$ cat src/rtl/ust_pkg.sv
// shared types and codes for the unread summary table
`default_nettype none

package ust_pkg;

   // request codes, the upper three codes of the field are unused
   localparam logic [2:0] OP_ARRIVE = 3'd0;
   localparam logic [2:0] OP_CLEAR  = 3'd1;
   localparam logic [2:0] OP_COUNT  = 3'd2;
   localparam logic [2:0] OP_BADGE  = 3'd3;
   localparam logic [2:0] OP_DELETE = 3'd4;

   // response status codes
   localparam logic [1:0] STATUS_DONE = 2'd0;
   localparam logic [1:0] STATUS_MISS = 2'd1;
   localparam logic [1:0] STATUS_FULL = 2'd2;

   localparam logic [15:0] COUNT_MAX = 16'hFFFF;

   typedef struct packed {
      logic [2:0]  req_type;
      logic [15:0] group_id;
      logic [31:0] contact_id;
      logic [7:0]  badge_bits;
      logic        conversation_open;
      logic        was_unread;
   } request_type;

   // prefix flags rippled along the row during the scan cycle
   typedef struct packed {
      logic hit;
      logic inv;
      logic zero;
   } scan_type;

   // results gathered along the row during the apply cycle
   typedef struct packed {
      logic [15:0] count;
      logic        badge;
      logic        deleted;
   } apply_type;

   // per-cell status seen by the top level
   typedef struct packed {
      logic hit;
      logic sel;
   } cell_flags_type;

   typedef enum logic [1:0] {
      ST_IDLE,
      ST_SCAN,
      ST_APPLY
   } state_type;

endpackage

`default_nettype wire

$ cat src/rtl/ust_cell.sv
// one table entry with its match logic and neighbor links
`default_nettype none

module ust_cell (
   input  wire logic                    clock,
   input  wire logic                    reset,
   input  wire ust_pkg::request_type    req,
   input  wire logic                    scan_en,
   input  wire logic                    commit,
   input  wire ust_pkg::scan_type       scan_total,
   input  wire ust_pkg::scan_type       scan_in,
   output      ust_pkg::scan_type       scan_out,
   input  wire ust_pkg::apply_type      apply_in,
   output      ust_pkg::apply_type      apply_out,
   output      ust_pkg::cell_flags_type flags
);

   logic        valid_ff, valid_in;
   logic [15:0] group_ff, group_in;
   logic [31:0] contact_ff, contact_in;
   logic [15:0] count_ff, count_in;
   logic [7:0]  badges_ff, badges_in;

   logic hit_ff, grp_ff, hit_first_ff, inv_first_ff, zero_first_ff;

   logic        hit_now, grp_now, is_arrive, is_lookup, sel, badge_now;
   logic [15:0] base_count, new_count;
   logic [7:0]  base_badges;

   always_comb begin
      hit_now = valid_ff && (group_ff == req.group_id) && (contact_ff == req.contact_id);
      grp_now = valid_ff && (group_ff == req.group_id);

      scan_out.hit  = scan_in.hit | hit_now;
      scan_out.inv  = scan_in.inv | !valid_ff;
      scan_out.zero = scan_in.zero | (count_ff == '0);
   end

   // local flags and first-in-row marks, taken in the scan cycle
   always_ff @(posedge clock) begin
      if (scan_en) begin
         hit_ff        <= hit_now;
         grp_ff        <= grp_now;
         hit_first_ff  <= hit_now && !scan_in.hit;
         inv_first_ff  <= !valid_ff && !scan_in.inv;
         zero_first_ff <= (count_ff == '0) && !scan_in.zero;
      end
   end

   always_comb begin
      is_arrive = (req.req_type == ust_pkg::OP_ARRIVE) && !req.conversation_open;
      is_lookup = (req.req_type == ust_pkg::OP_CLEAR) || (req.req_type == ust_pkg::OP_COUNT);

      if (is_arrive) begin
         if (scan_total.hit) begin
            sel = hit_first_ff;
         end else if (scan_total.inv) begin
            sel = inv_first_ff;
         end else begin
            sel = zero_first_ff;
         end
      end else if (is_lookup) begin
         sel = hit_first_ff;
      end else begin
         sel = 1'b0;
      end

      // a claimed entry starts from a zero count and no badges
      base_count  = (is_arrive && !scan_total.hit) ? '0 : count_ff;
      base_badges = (is_arrive && !scan_total.hit) ? '0 : badges_ff;

      if (is_arrive) begin
         new_count = (base_count == ust_pkg::COUNT_MAX) ? base_count : base_count + 16'd1;
      end else if ((req.req_type == ust_pkg::OP_CLEAR) && req.was_unread) begin
         new_count = (count_ff == '0) ? count_ff : count_ff - 16'd1;
      end else begin
         new_count = count_ff;
      end

      badge_now = (req.req_type == ust_pkg::OP_BADGE) && valid_ff && (count_ff != '0)
                  && ((badges_ff & req.badge_bits) != '0);

      apply_out.count   = apply_in.count | (sel ? new_count : 16'd0);
      apply_out.badge   = apply_in.badge | badge_now;
      apply_out.deleted = apply_in.deleted | ((req.req_type == ust_pkg::OP_DELETE) && grp_ff);

      flags.hit = hit_ff;
      flags.sel = sel;

      valid_in   = valid_ff;
      group_in   = group_ff;
      contact_in = contact_ff;
      count_in   = count_ff;
      badges_in  = badges_ff;
      if (commit) begin
         if (sel) begin
            count_in = new_count;
            if (is_arrive) begin
               valid_in   = 1'b1;
               group_in   = req.group_id;
               contact_in = req.contact_id;
               badges_in  = base_badges | req.badge_bits;
            end
         end
         if ((req.req_type == ust_pkg::OP_DELETE) && grp_ff) begin
            valid_in = 1'b0;
         end
      end
   end

   always_ff @(posedge clock) begin
      if (reset) begin
         valid_ff   <= 1'b0;
         group_ff   <= '0;
         contact_ff <= '0;
         count_ff   <= '0;
         badges_ff  <= '0;
      end else begin
         valid_ff   <= valid_in;
         group_ff   <= group_in;
         contact_ff <= contact_in;
         count_ff   <= count_in;
         badges_ff  <= badges_in;
      end
   end

endmodule

`default_nettype wire

$ cat config.mk
export PLATFORM = sky130hd
export DESIGN_NAME = ust_cell
export DESIGN_NICKNAME = d
export VERILOG_FILES = /design/src/rtl/ust_pkg.sv /design/src/rtl/ust_cell.sv
export SDC_FILE = /design/constraint.sdc
export NUM_CORES = 1
export LEC_CHECK = 0
export BUFFER_PORTS_ARGS = -buffer_cell sky130_fd_sc_hd__buf_2
export CAP_MARGIN = 40
export CORE_ASPECT_RATIO = 0.5
export CORE_UTILIZATION = 49
export DETAILED_ROUTE_END_ITERATION = 10
export PLACE_DENSITY = 0.8
export SLEW_MARGIN = 10
export SYNTH_ARGS = -nofsm -noshare
export SYNTH_HDL_FRONTEND = slang
export SYNTH_SLANG_ARGS = --single-unit
$ cat constraint.sdc
create_clock -name clock -period 2.7 [get_ports clock]
set_input_delay 0.135 -clock clock [delete_from_list [all_inputs] [get_ports clock]]
set_output_delay 0.135 -clock clock [all_outputs]
set_load 0.005 [all_outputs]
== Word-level counts from Yosys, hierarchy flattened ==
Cells that the tools add are included.

* Bits in registers: 78
* Input port bits: 89
* Output and inout port bits: 23
* Logic and storage cells: 69

* Add/sub/neg operators: 2
* Equal/unequal tests: 7
* Muxes and demuxes: 14
* Bitwise gates (word level): 8
* Reductions and logical operators: 28

{| class="wikitable"
|+ Operators by type and width
! operator !! number
|-
| $mux 16 || 6
|-
| $eq 32x32->1 || 1
|-
| $add 16x1->16 const B || 1
|-
| $eq 16x16->1 || 1
|-
| $eq 16x16->1 const B || 1
|-
| $logic_not 16->1 || 1
|-
| $or 16x16->16 || 1
|-
| $reduce_bool 16->1 || 1
|-
| $sub 16x1->16 const B || 1
|-
| $logic_and 1x1->1 || 12
|-
| $and 8x8->8 || 1
|-
| $mux 8 || 1
|-
| $or 8x8->8 || 1
|-
| $reduce_bool 8->1 || 1
|-
| $mux 1 || 7
|-
| $eq 3x2->1 const B || 2
|-
| $logic_not 1->1 || 6
|-
| $reduce_and 3->1 || 2
|-
| $or 1x1->1 || 5
|-
| $reduce_bool 2->1 || 2
|-
| $eq 3x1->1 const B || 1
|-
| $eq 3x3->1 const B || 1
|-
| $logic_not 3->1 || 1
|-
| $reduce_and 2->1 || 1
|-
| $logic_or 1x1->1 || 1
|}

== Logic depth before layout (Yosys ltp) ==
Gate-level depths: netlist of run 1.

* Word-level depth: 9
* Mapped depth: 12
* Depth with buffers taken out: 10

== Worst setup path before layout of run 1 ==
No wires, ideal clock.

* Kind: input -> output
* Start: input req[59] (netlist name)
* End: output apply_out[15] (netlist name)
* Arrival: 2.472 ns
* Required time: 2.565 ns
* Setup slack: 0.093 ns
* Stages on the path: 12
* Path buffers: 2
* Cell sequence: or4_1 > buf_2 > nor2_2 > nor2_1 > ha_1 > nand3_1 > or3_1 > clkbuf_1 > nor2_1 > o31ai_1 > nand2_1 > a31o_2

{| class="wikitable"
|+ RTL lines
! item !! line !! source
|-
| from (decl) || ust_cell.sv:7 || <nowiki>input wire ust_pkg::request_type req,</nowiki>
|-
| to (decl) || ust_cell.sv:14 || <nowiki>output ust_pkg::apply_type apply_out,</nowiki>
|}

==> results of run 1 <==
logic make-up (layout without fill, tap and decap cells):
family                   Yosys count  in the layout  share of synthesized area
buffers and inverters             54            174                     0.0650
adder cells (fa/ha/maj)            3              3                    0.00790
AO/OA/AOI/OAI                    149            149                      0.211
multiplexers                       3              3                    0.00737
AND/OR/NAND/NOR                  268            268                      0.269
flip-flops                        78             78                      0.339
XOR/XNOR                          55             55                      0.101
worst min-delay path by stage:
stage	end	slack [ns]	startpoint
after floorplan	grp_ff$_DFFE_PP_	0.25	scan_en
after detailed placement	group_ff[6]$_SDFFE_PP0P_	0.40	req[48]
after global routing	contact_ff[5]$_SDFFE_PP0P_	0.05	req[15]
final	contact_ff[8]$_SDFFE_PP0P_	0.05	req[18]
after CTS	contact_ff[5]$_SDFFE_PP0P_	0.04	req[15]
after global placement	group_ff[9]$_SDFFE_PP0P_	0.39	req[51]
what timing repair did:
item                                    in CTS  in global routing
endpoints found under the setup margin       8                 11
resized for setup                           12                 21
setup buffers                                3                  1
pin swaps                                    2                  9
cell usage in the layout, fill, tap and decap left out, types with 8 or more instances in the layout:
cell type	count
o21ai_0	10
clkbuf_16	9
nor4_2	8
a21o_1	9
nand4_1	20
buf_4	39
a21oi_1	62
a22oi_1	12
xnor2_1	47
nor2_1	36
nor3_1	8
nand3_1	15
inv_1	8
dfxtp_1	65
buf_2	110
xor2_1	8
nand2_1	130
stage by stage:
| stage | power (W) | worst slack (ns) | util |
|---|---|---|---|
| 2_1_floorplan | 0.00135 | 0.0928 | - |
| 3_3_place_gp | 0.00148 | 0.143 | 0.604 |
| 3_5_place_dp | 0.00148 | 0.129 | 0.604 |
| 6_report | 0.00269 | 0.0253 | 0.655 |
| 4_1_cts | 0.00271 | 0.00415 | 0.646 |
| 5_1_grt | 0.00278 | -0.0602 | 0.655 |
metal layers:
layer / part of all wire / wire, um / vias up / global-route usage
li1: - / - / 2384 / -
met1: 0.43 / 5560 / 2276 / 0.324
met2: 0.47 / 6070 / 187 / 0.452
met3: 0.075 / 956 / 23 / 0.0682
met4: 0.018 / 237 / 0 / 0.0845
met5: 0 / 0 / - / 0
flip-flops by register name (all words and copies together), names as in the netlist:
name and count:
hit_ff 1, valid_ff 1, group_ff 16, inv_first_ff 1, contact_ff 32, zero_first_ff 1
grp_ff 1, count_ff 16, badges_ff 8, hit_first_ff 1
final cells by class:
| class | count | area (um^2) |
|---|---|---|
| Tap cell | 130 | 163 |
| Fill cell | 805 | 3120 |
| Clock buffer | 11 | 243 |
| Sequential cell | 78 | 1630 |
| Inverter | 10 | 37.5 |
| Multi-Input combinational cell | 478 | 2950 |
| Timing Repair Buffer | 149 | 843 |
| Clock inverter | 4 | 56.3 |
worst max-delay path: cells and delay by family (launching register included):
| family | cells | cell delay (ns) |
|---|---|---|
| AO/OA/AOI/OAI | 2 | 0.45 |
| AND/OR/NAND/NOR | 5 | 1.07 |
| buffers and inverters | 2 | 0.16 |
| adder cells (fa/ha/maj) | 1 | 0.20 |
| flip-flops | 1 | 0.33 |
report_power, final:
part	internal [W]	leakage, nW	total, W	switching (W)
Combinational	0.000132	1.44	0.000278	0.000145
Sequential	0.00117	0.644	0.00118	0.00000903
Clock	0.000743	0.146	0.00123	0.000490
==> impl_summary.md, run 1 <==
STA
Setup repair after global routing could not meet its margin everywhere. The count of final hold-check violations is 0. Setup violations remaining at the end of the flow were counted as 0.

The sum of negative setup slack is 0 ns. Hold timing on the final database bottoms out at a slack of 0.0470 ns. Of the available clock period, the critical path in the final layout requires 0.991. The shortest clock period the worst path allows after layout is between 2 and 3 ns. The worst-case clock skew is 0.0100 ns.

At the pin with the least slew margin, the transition time is 0.741 ns. The highest achievable clock rate is 374 MHz. The normalized max-slew margin is 0.506.

The max-slew violation total from the final report is 0.

Detailed routing
The first TritonRoute pass finished after 6 iterations. The DRC violations left is 0. The number of vias per cell is 5.66. The via count is 4,870. The violation count after the first detailed-route iteration is 282. The final antenna-violating net count is 0. The post-detailed-route wirelength per cell is 14.9 um. For this block, the routed nets add up to 12.8 mm of wire.

Placement
The detailed placement HPWL is just over 9 mm. The number of input and output port buffers inserted is between 100 and 150. The final RePlAce weighted congestion is around 1.0. The post-detailed-placement cell area is 5460 um^2. The post-placement cell count is 841.

Final layout
The ratio of cells with drive above 1 in the final layout is 0.296. The finished cells cover 5920 um^2. After the last flow step, the layout net total stands at just over 800. The count of placed standard cells in the final layout, fillers left out is 860. The repair_antennas step left the layout with diodes totalling 0.

Relative to the synthesized area, the layout overhead comes to 24.6%.

Global routing
The first global-routing pass estimated ~21 mm of wire. The number of antenna violations at the first check in global routing is 0. The largest net degree at the start of global routing is between 40 and 50.

In the global route stage, overall resource usage came out at 0.262. The residual overflow from global routing is 0. The via count of the first global-routing pass was ~4,400.

Clocking
TritonCTS built the clock tree. CTS saw just under 80 sinks. The later pin in the worst-skew pair is clocked with a latency of 0.34 ns. In this run the number of H-tree levels came out at 3. The cell sitting at the root of the clock tree is a clkbuf_16. Buffers inserted to repair hold after CTS numbered 0. Clock tree synthesis inserted a total of 9 buffers. No sink is reached through more buffers than the 2 on the longest clock path. The clock edge transition at the registers on the reported setup and hold paths is around 0.070 ns.

Synthesis
Synthesis produced a netlist with a net count of 702. Counting instances in the post-synthesis netlist gives the leading cell types as 130 x nand2_1, 73 x dfxtp_1, 63 x a21oi_1, 47 x xnor2_1, 38 x nor2_1. The cell with the most instances after synthesis is nand2_1. The most used flip-flop cell after synthesis is dfxtp_1.

In the synthesized netlist, the number of instances is 610. Yosys attributes the largest share of cell area to dfxtp_1 31%, nand2_1 10%, xnor2_1 8.7%. The average instance in the mapped netlist occupies 7.79 um^2. After synthesis, the share of flip-flops with an asynchronous set or reset is 0.

The post-synthesis instance area is 4750 um^2. For this run, the register share of the synthesized area comes to 0.339. Of all cell types, the one taking the most synthesized area is dfxtp_1.

The number of different library cells used by synthesis comes to 72. The count of warnings emitted by yosys is 0. The share of synthesized area in the top cell type comes to 0.308.

In this run, synthesis inferred 5 flip-flops with an integrated enable. The flip-flop and latch count after synthesis is 78.

Setup path
The signal arrival time at the worst endpoint is 2.54 ns. The startpoint type of the worst setup path is a flop. The number of cells on the worst reg-to-reg path is 8. The most critical setup path has its endpoint at apply_out[11].

Tracing the worst setup path back leads to its startpoint at count_ff[1]$_SDFFE_PP0P_. The worst register-to-register path has a setup slack of 0.34 ns. Walking the worst path, the cells encountered are inv_2 > nor2_1 > ha_2 > nand3_2 > or3_4 > o2111ai_4 > nor2_2 > or3_1 > a31o_2 > buf_2. The stage delay of the slowest cell on the critical path is 0.45 ns. The worst register-to-register path ends at count_ff[15]$_SDFFE_PP0P_.

The cell type of the slowest stage on the worst timing path is or3_4. The kind of end point of the critical path is an output pin. The worst setup path is of the reg -> out kind. The maximum fanout along the worst path is 4.

For the worst setup path, the data required time is 2.57 ns. The worst register-to-register path begins at count_ff[0]$_SDFFE_PP0P_.

Floorplanning
The region available for standard cell placement spans 9040 um^2. The number of core rows is 24. The floorplan step defined a die boundary enclosing 10,100 um^2. The die boundary height is 71.6 um. The width of the die is 141 um. The initial standard-cell utilization of the core is 0.526. The number of placed I/O pins is 112.

Hold path
Along the worst hold path, the cell count comes to 3. The path category of the worst min-delay check is in -> reg.

Pwr
The analysis attributes to cell leakage a power of 2.23 nW. The worst IR drop on VDD is 0.312 mV. Dividing total power by cell area gives a power density of 455 nW/um^2.

Status
The run finished with clean final reports.

Run
The number of max-capacitance violations reported is 0.
(Power assumes the default switching activity.)
==> run 2, diff against run 1 <==
Settings changed: PLACE_DENSITY 0.8 to 0.84.
==> run 2 against run 1 <==
Net effect: the flow now finishes with violations (negative setup slack); die area unchanged; register-to-register slack got worse by 0.12 ns; sequential cell count is the same; worst hold slack better by 0.0044 ns; critical endpoint unchanged; largest cell class unchanged.
==> impl_summary.md, run 2 (synthesis results as in run 1) <==
Status
Run status: complete, but fails checks (was completed). The checks that failed: negative setup slack.

Final layout
The utilization after layout came to 0.656 (was 0.655). The final layout net count is 820 (was 818). The ratio of cells with drive above 1 in the final layout is 0.292 (was 0.296). Most frequent cells in the layout: 130 x nand2_1, 110 x buf_2, 68 x dfxtp_1 (was 130 x nand2_1, 110 x buf_2, 65 x dfxtp_1). The number of flip-flops in the largest register was 32 (unchanged). The most frequent standard cell in the layout excluding fill and tap cells is nand2_1 (unchanged). The count of placed standard cells in the final layout, fillers left out is 863 (was 860). The synthesis-to-layout area growth is 24.9% (was 24.6%). Largest registers in the final layout: contact_ff: 32 flops, count_ff: 16 flops, group_ff: 16 flops (unchanged). The largest register by flop count is contact_ff (unchanged).

The count of inserted antenna diode cells is 0 (unchanged).

Detailed routing
The wire length on met3 is 895 um (was 956 um). The number of vias per cell was 5.65 (was 5.66). The routed metal-1 wirelength is 5.45 mm (was 5.56 mm). The final routed wirelength across all metal layers came to 13.1 mm (was 12.8 mm). The final antenna-violating net count is 0 (unchanged). The met2 wire length came to 6.43 mm (was 6.07 mm). The top layer reached by signal wires is met4 (unchanged). The post-detailed-route wirelength per cell is 15.2 um (was 14.9 um). The via count was 4,880 (was 4,870). The violation count after the first detailed-route iteration is 380 (was 282). The iteration count of the initial detailed-routing pass is 6 (unchanged). The DRC violations left was 0 (unchanged).

Setup path
The startpoint type of the worst setup path was a flop (unchanged). The count of buffer and inverter cells on the critical path is 2 (unchanged). The kind of end point of the critical path is an output pin (unchanged).

The required time of the worst setup path is 2.57 ns (about the same). The startpoint of the worst register-to-register path is count_ff[0]$_SDFFE_PP0P_ (unchanged). The stage delay of the slowest cell on the critical path came to 0.44 ns (was 0.45 ns). The most prevalent standard cell on the critical path is nor2_2. The worst-case register-to-register setup slack came to 0.22 ns (was 0.34 ns). The depth of the critical timing path with buffers and inverters included is 10 (unchanged).

The family of cells with the greatest summed delay on the critical path is simple AND/OR/NAND/NOR gates (unchanged). The cell type of the slowest stage on the worst timing path is or3_4 (unchanged). The maximum fanout along the worst path came to 4 (unchanged). The startpoint of the most critical setup path is count_ff[0]$_SDFFE_PP0P_ (was count_ff[1]$_SDFFE_PP0P_).

Chain of cells forming the critical path: inv_2 > nor2_2 > ha_2 > nand3_4 > or3_4 > o2111ai_4 > nor2_2 > or3_1 > a31o_2 > buf_2 (was inv_2 > nor2_1 > ha_2 > nand3_2 > or3_4 > o2111ai_4 > nor2_2 > or3_1 > a31o_2 > buf_2). The start-to-end type of the worst setup path is reg -> out (unchanged). The signal arrival time at the worst endpoint was 2.58 ns (was 2.54 ns). The endpoint of the lowest-slack register-to-register path was count_ff[3]$_SDFFE_PP0P_ (was count_ff[15]$_SDFFE_PP0P_). The number of cells on the worst reg-to-reg path came to 10 (was 8).

Placement
The post-placement cell count is 842 (was 841). The number of input and output port buffers inserted is 110 (unchanged). The detailed placement HPWL is 9.58 mm (was 9.31 mm).

The final RePlAce weighted congestion is 0.994 (was 1.02).

STA
The highest achievable clock rate is 369 MHz (was 374 MHz). The final number of setup-violating endpoints is 1 (was 0). The smallest setup slack after layout is -0.0103 ns (was 0.0253 ns).

The max-slew violation total from the final report is 0 (unchanged). The count of final hold-check violations is 0 (unchanged). The normalized max-slew margin is 0.606 (was 0.506). Unrepaired setup endpoints after global routing: yes (unchanged). The worst-case clock skew is 0.00385 ns (was 0.0100 ns). The shortest clock period the worst path allows after layout is 2.71 ns (was 2.67 ns). The slew of the pin with the lowest slew margin is 0.591 ns (was 0.741 ns). The share of the clock period used by the worst path after layout is 1.00 (was 0.991).

Pwr
The power per unit of standard cell area is 457 nW/um^2 (was 455 nW/um^2). The total internal power came to 0.00206 W (was 0.00205 W). The share of total power consumed by net switching is 0.241 (was 0.239).

The worst IR drop on VDD is 0.299 mV (was 0.312 mV). The clock network power share came to 0.460 (was 0.458). The total leakage power is 2.22 nW (was 2.23 nW). The power share of the sequential group is 0.436 (was 0.439). The total power was 0.00271 W (was 0.00269 W).

The relative contribution of combinational cells to total power is 0.104 (was 0.103). The total net switching power was 0.000653 W (was 0.000645 W).

Floorplanning
The die outline area is 10,100 um^2 (unchanged). The area of the core region was 9040 um^2 (unchanged). The width of the die is 141 um (unchanged). The number of core rows was 24 (unchanged).

The die boundary height is 71.6 um (unchanged). The initial standard-cell utilization of the core is 0.526 (unchanged). The number of placed I/O pins came to 112 (unchanged).

Hold path
The path category of the worst min-delay check was in -> reg (unchanged). The beginning of the worst hold path is req[26] (was req[18]). The destination of the worst hold path is contact_ff[16]$_SDFFE_PP0P_ (was contact_ff[8]$_SDFFE_PP0P_).

The worst hold path stage count is 3 (unchanged).

Clocking
The TritonCTS clock tree is built (unchanged). The later-pin clock latency in the skew report was 0.33 ns (was 0.34 ns). The number of hold buffers added after CTS is 0 (unchanged). The clock sink total is 78 (unchanged). The buffer depth of the longest clock path came to 2 (unchanged). The number of buffers inserted during clock tree synthesis is 9 (unchanged). The clock edge transition at the registers on the reported setup and hold paths is 0.06 ns (was 0.07 ns). The number of H-tree levels is 3 (unchanged). The master cell of the clock root buffer is clkbuf_16 (unchanged).

Global routing
The global-route wire length before repair is 21.5 mm (was 20.9 mm). The residual overflow from global routing came to 0 (unchanged). The number of antenna violations at the first check in global routing is 0 (unchanged). The via count of the first global-routing pass is 4,639 (was 4,432).

The global-route total usage across every layer is 0.269 (was 0.262). The largest net degree at the start of global routing is 61 (was 49).

Run
The number of max-capacitance violations reported is 0 (unchanged).
[run 2: worst max path at each step]
stage / end / slack, ns
finish: apply_out[11] / -0.01
global route: apply_out[11] / -0.09
CTS: apply_out[11] / -0.02
detailed placement: apply_out[15] / -0.006
global placement: apply_out[15] / 0.08
floorplan: apply_out[15] / 0.09
[run 2: final cells by class]
class,instances,area [um^2]
Timing Repair Buffer,151,871
Tap cell,130,163
Clock buffer,11,243
Multi-Input combinational cell,478,2940
Fill cell,762,3110
Inverter,10,37.5
Sequential cell,78,1620
Clock inverter,5,63.8
[run 2: through the flow]
| step | instance area (um^2) | setup TNS [ns] | setup WS (ns) | hold WS [ns] |
|---|---|---|---|---|
| floorplan | 4750 | 0 | 0.0928 | 0.247 |
| global placement | 5480 | 0 | 0.0786 | 0.394 |
| detailed placement | 5480 | -0.00579 | -0.00579 | 0.399 |
| CTS | 5850 | -0.0191 | -0.0191 | 0.0383 |
| global route | 5930 | -0.363 | -0.0866 | 0.0442 |
| finish | 5930 | -0.0103 | -0.0103 | 0.0515 |
[run 2: what timing repair did]
action                                 CTS  global route
endpoints found under the hold margin    0             0
resized for setup                       10            17
pin swaps                                5            12
setup buffers                            1             4
setup endpoints to repair                9            13
[run 2: power groups by stage]
stage	clock [W]	combinational, W	sequential [W]
3_5_place_dp	0	0.000277	0.00121
6_report	0.00125	0.000282	0.00118
4_1_cts	0.00127	0.000280	0.00118
3_3_place_gp	0	0.000272	0.00121
2_1_floorplan	0	0.000143	0.00120
5_1_grt	0.00132	0.000308	0.00118
[run 2: metal layers]
layer  global-route usage  up-vias
li1                     -     2396
met1                0.317     2264
met2                0.476      189
met3               0.0628       31
met4                0.114        0
met5                    0        -
[run 2: worst reg2reg max path, delay by kind of cell, from the launching register on]
kind | cells | cell delay [ns]
AO/OA/AOI/OAI | 2 | 0.33
adder cells (fa/ha/maj) | 1 | 0.21
buffers and inverters | 2 | 0.21
flip-flops | 1 | 0.33
AND/OR/NAND/NOR | 5 | 1.32
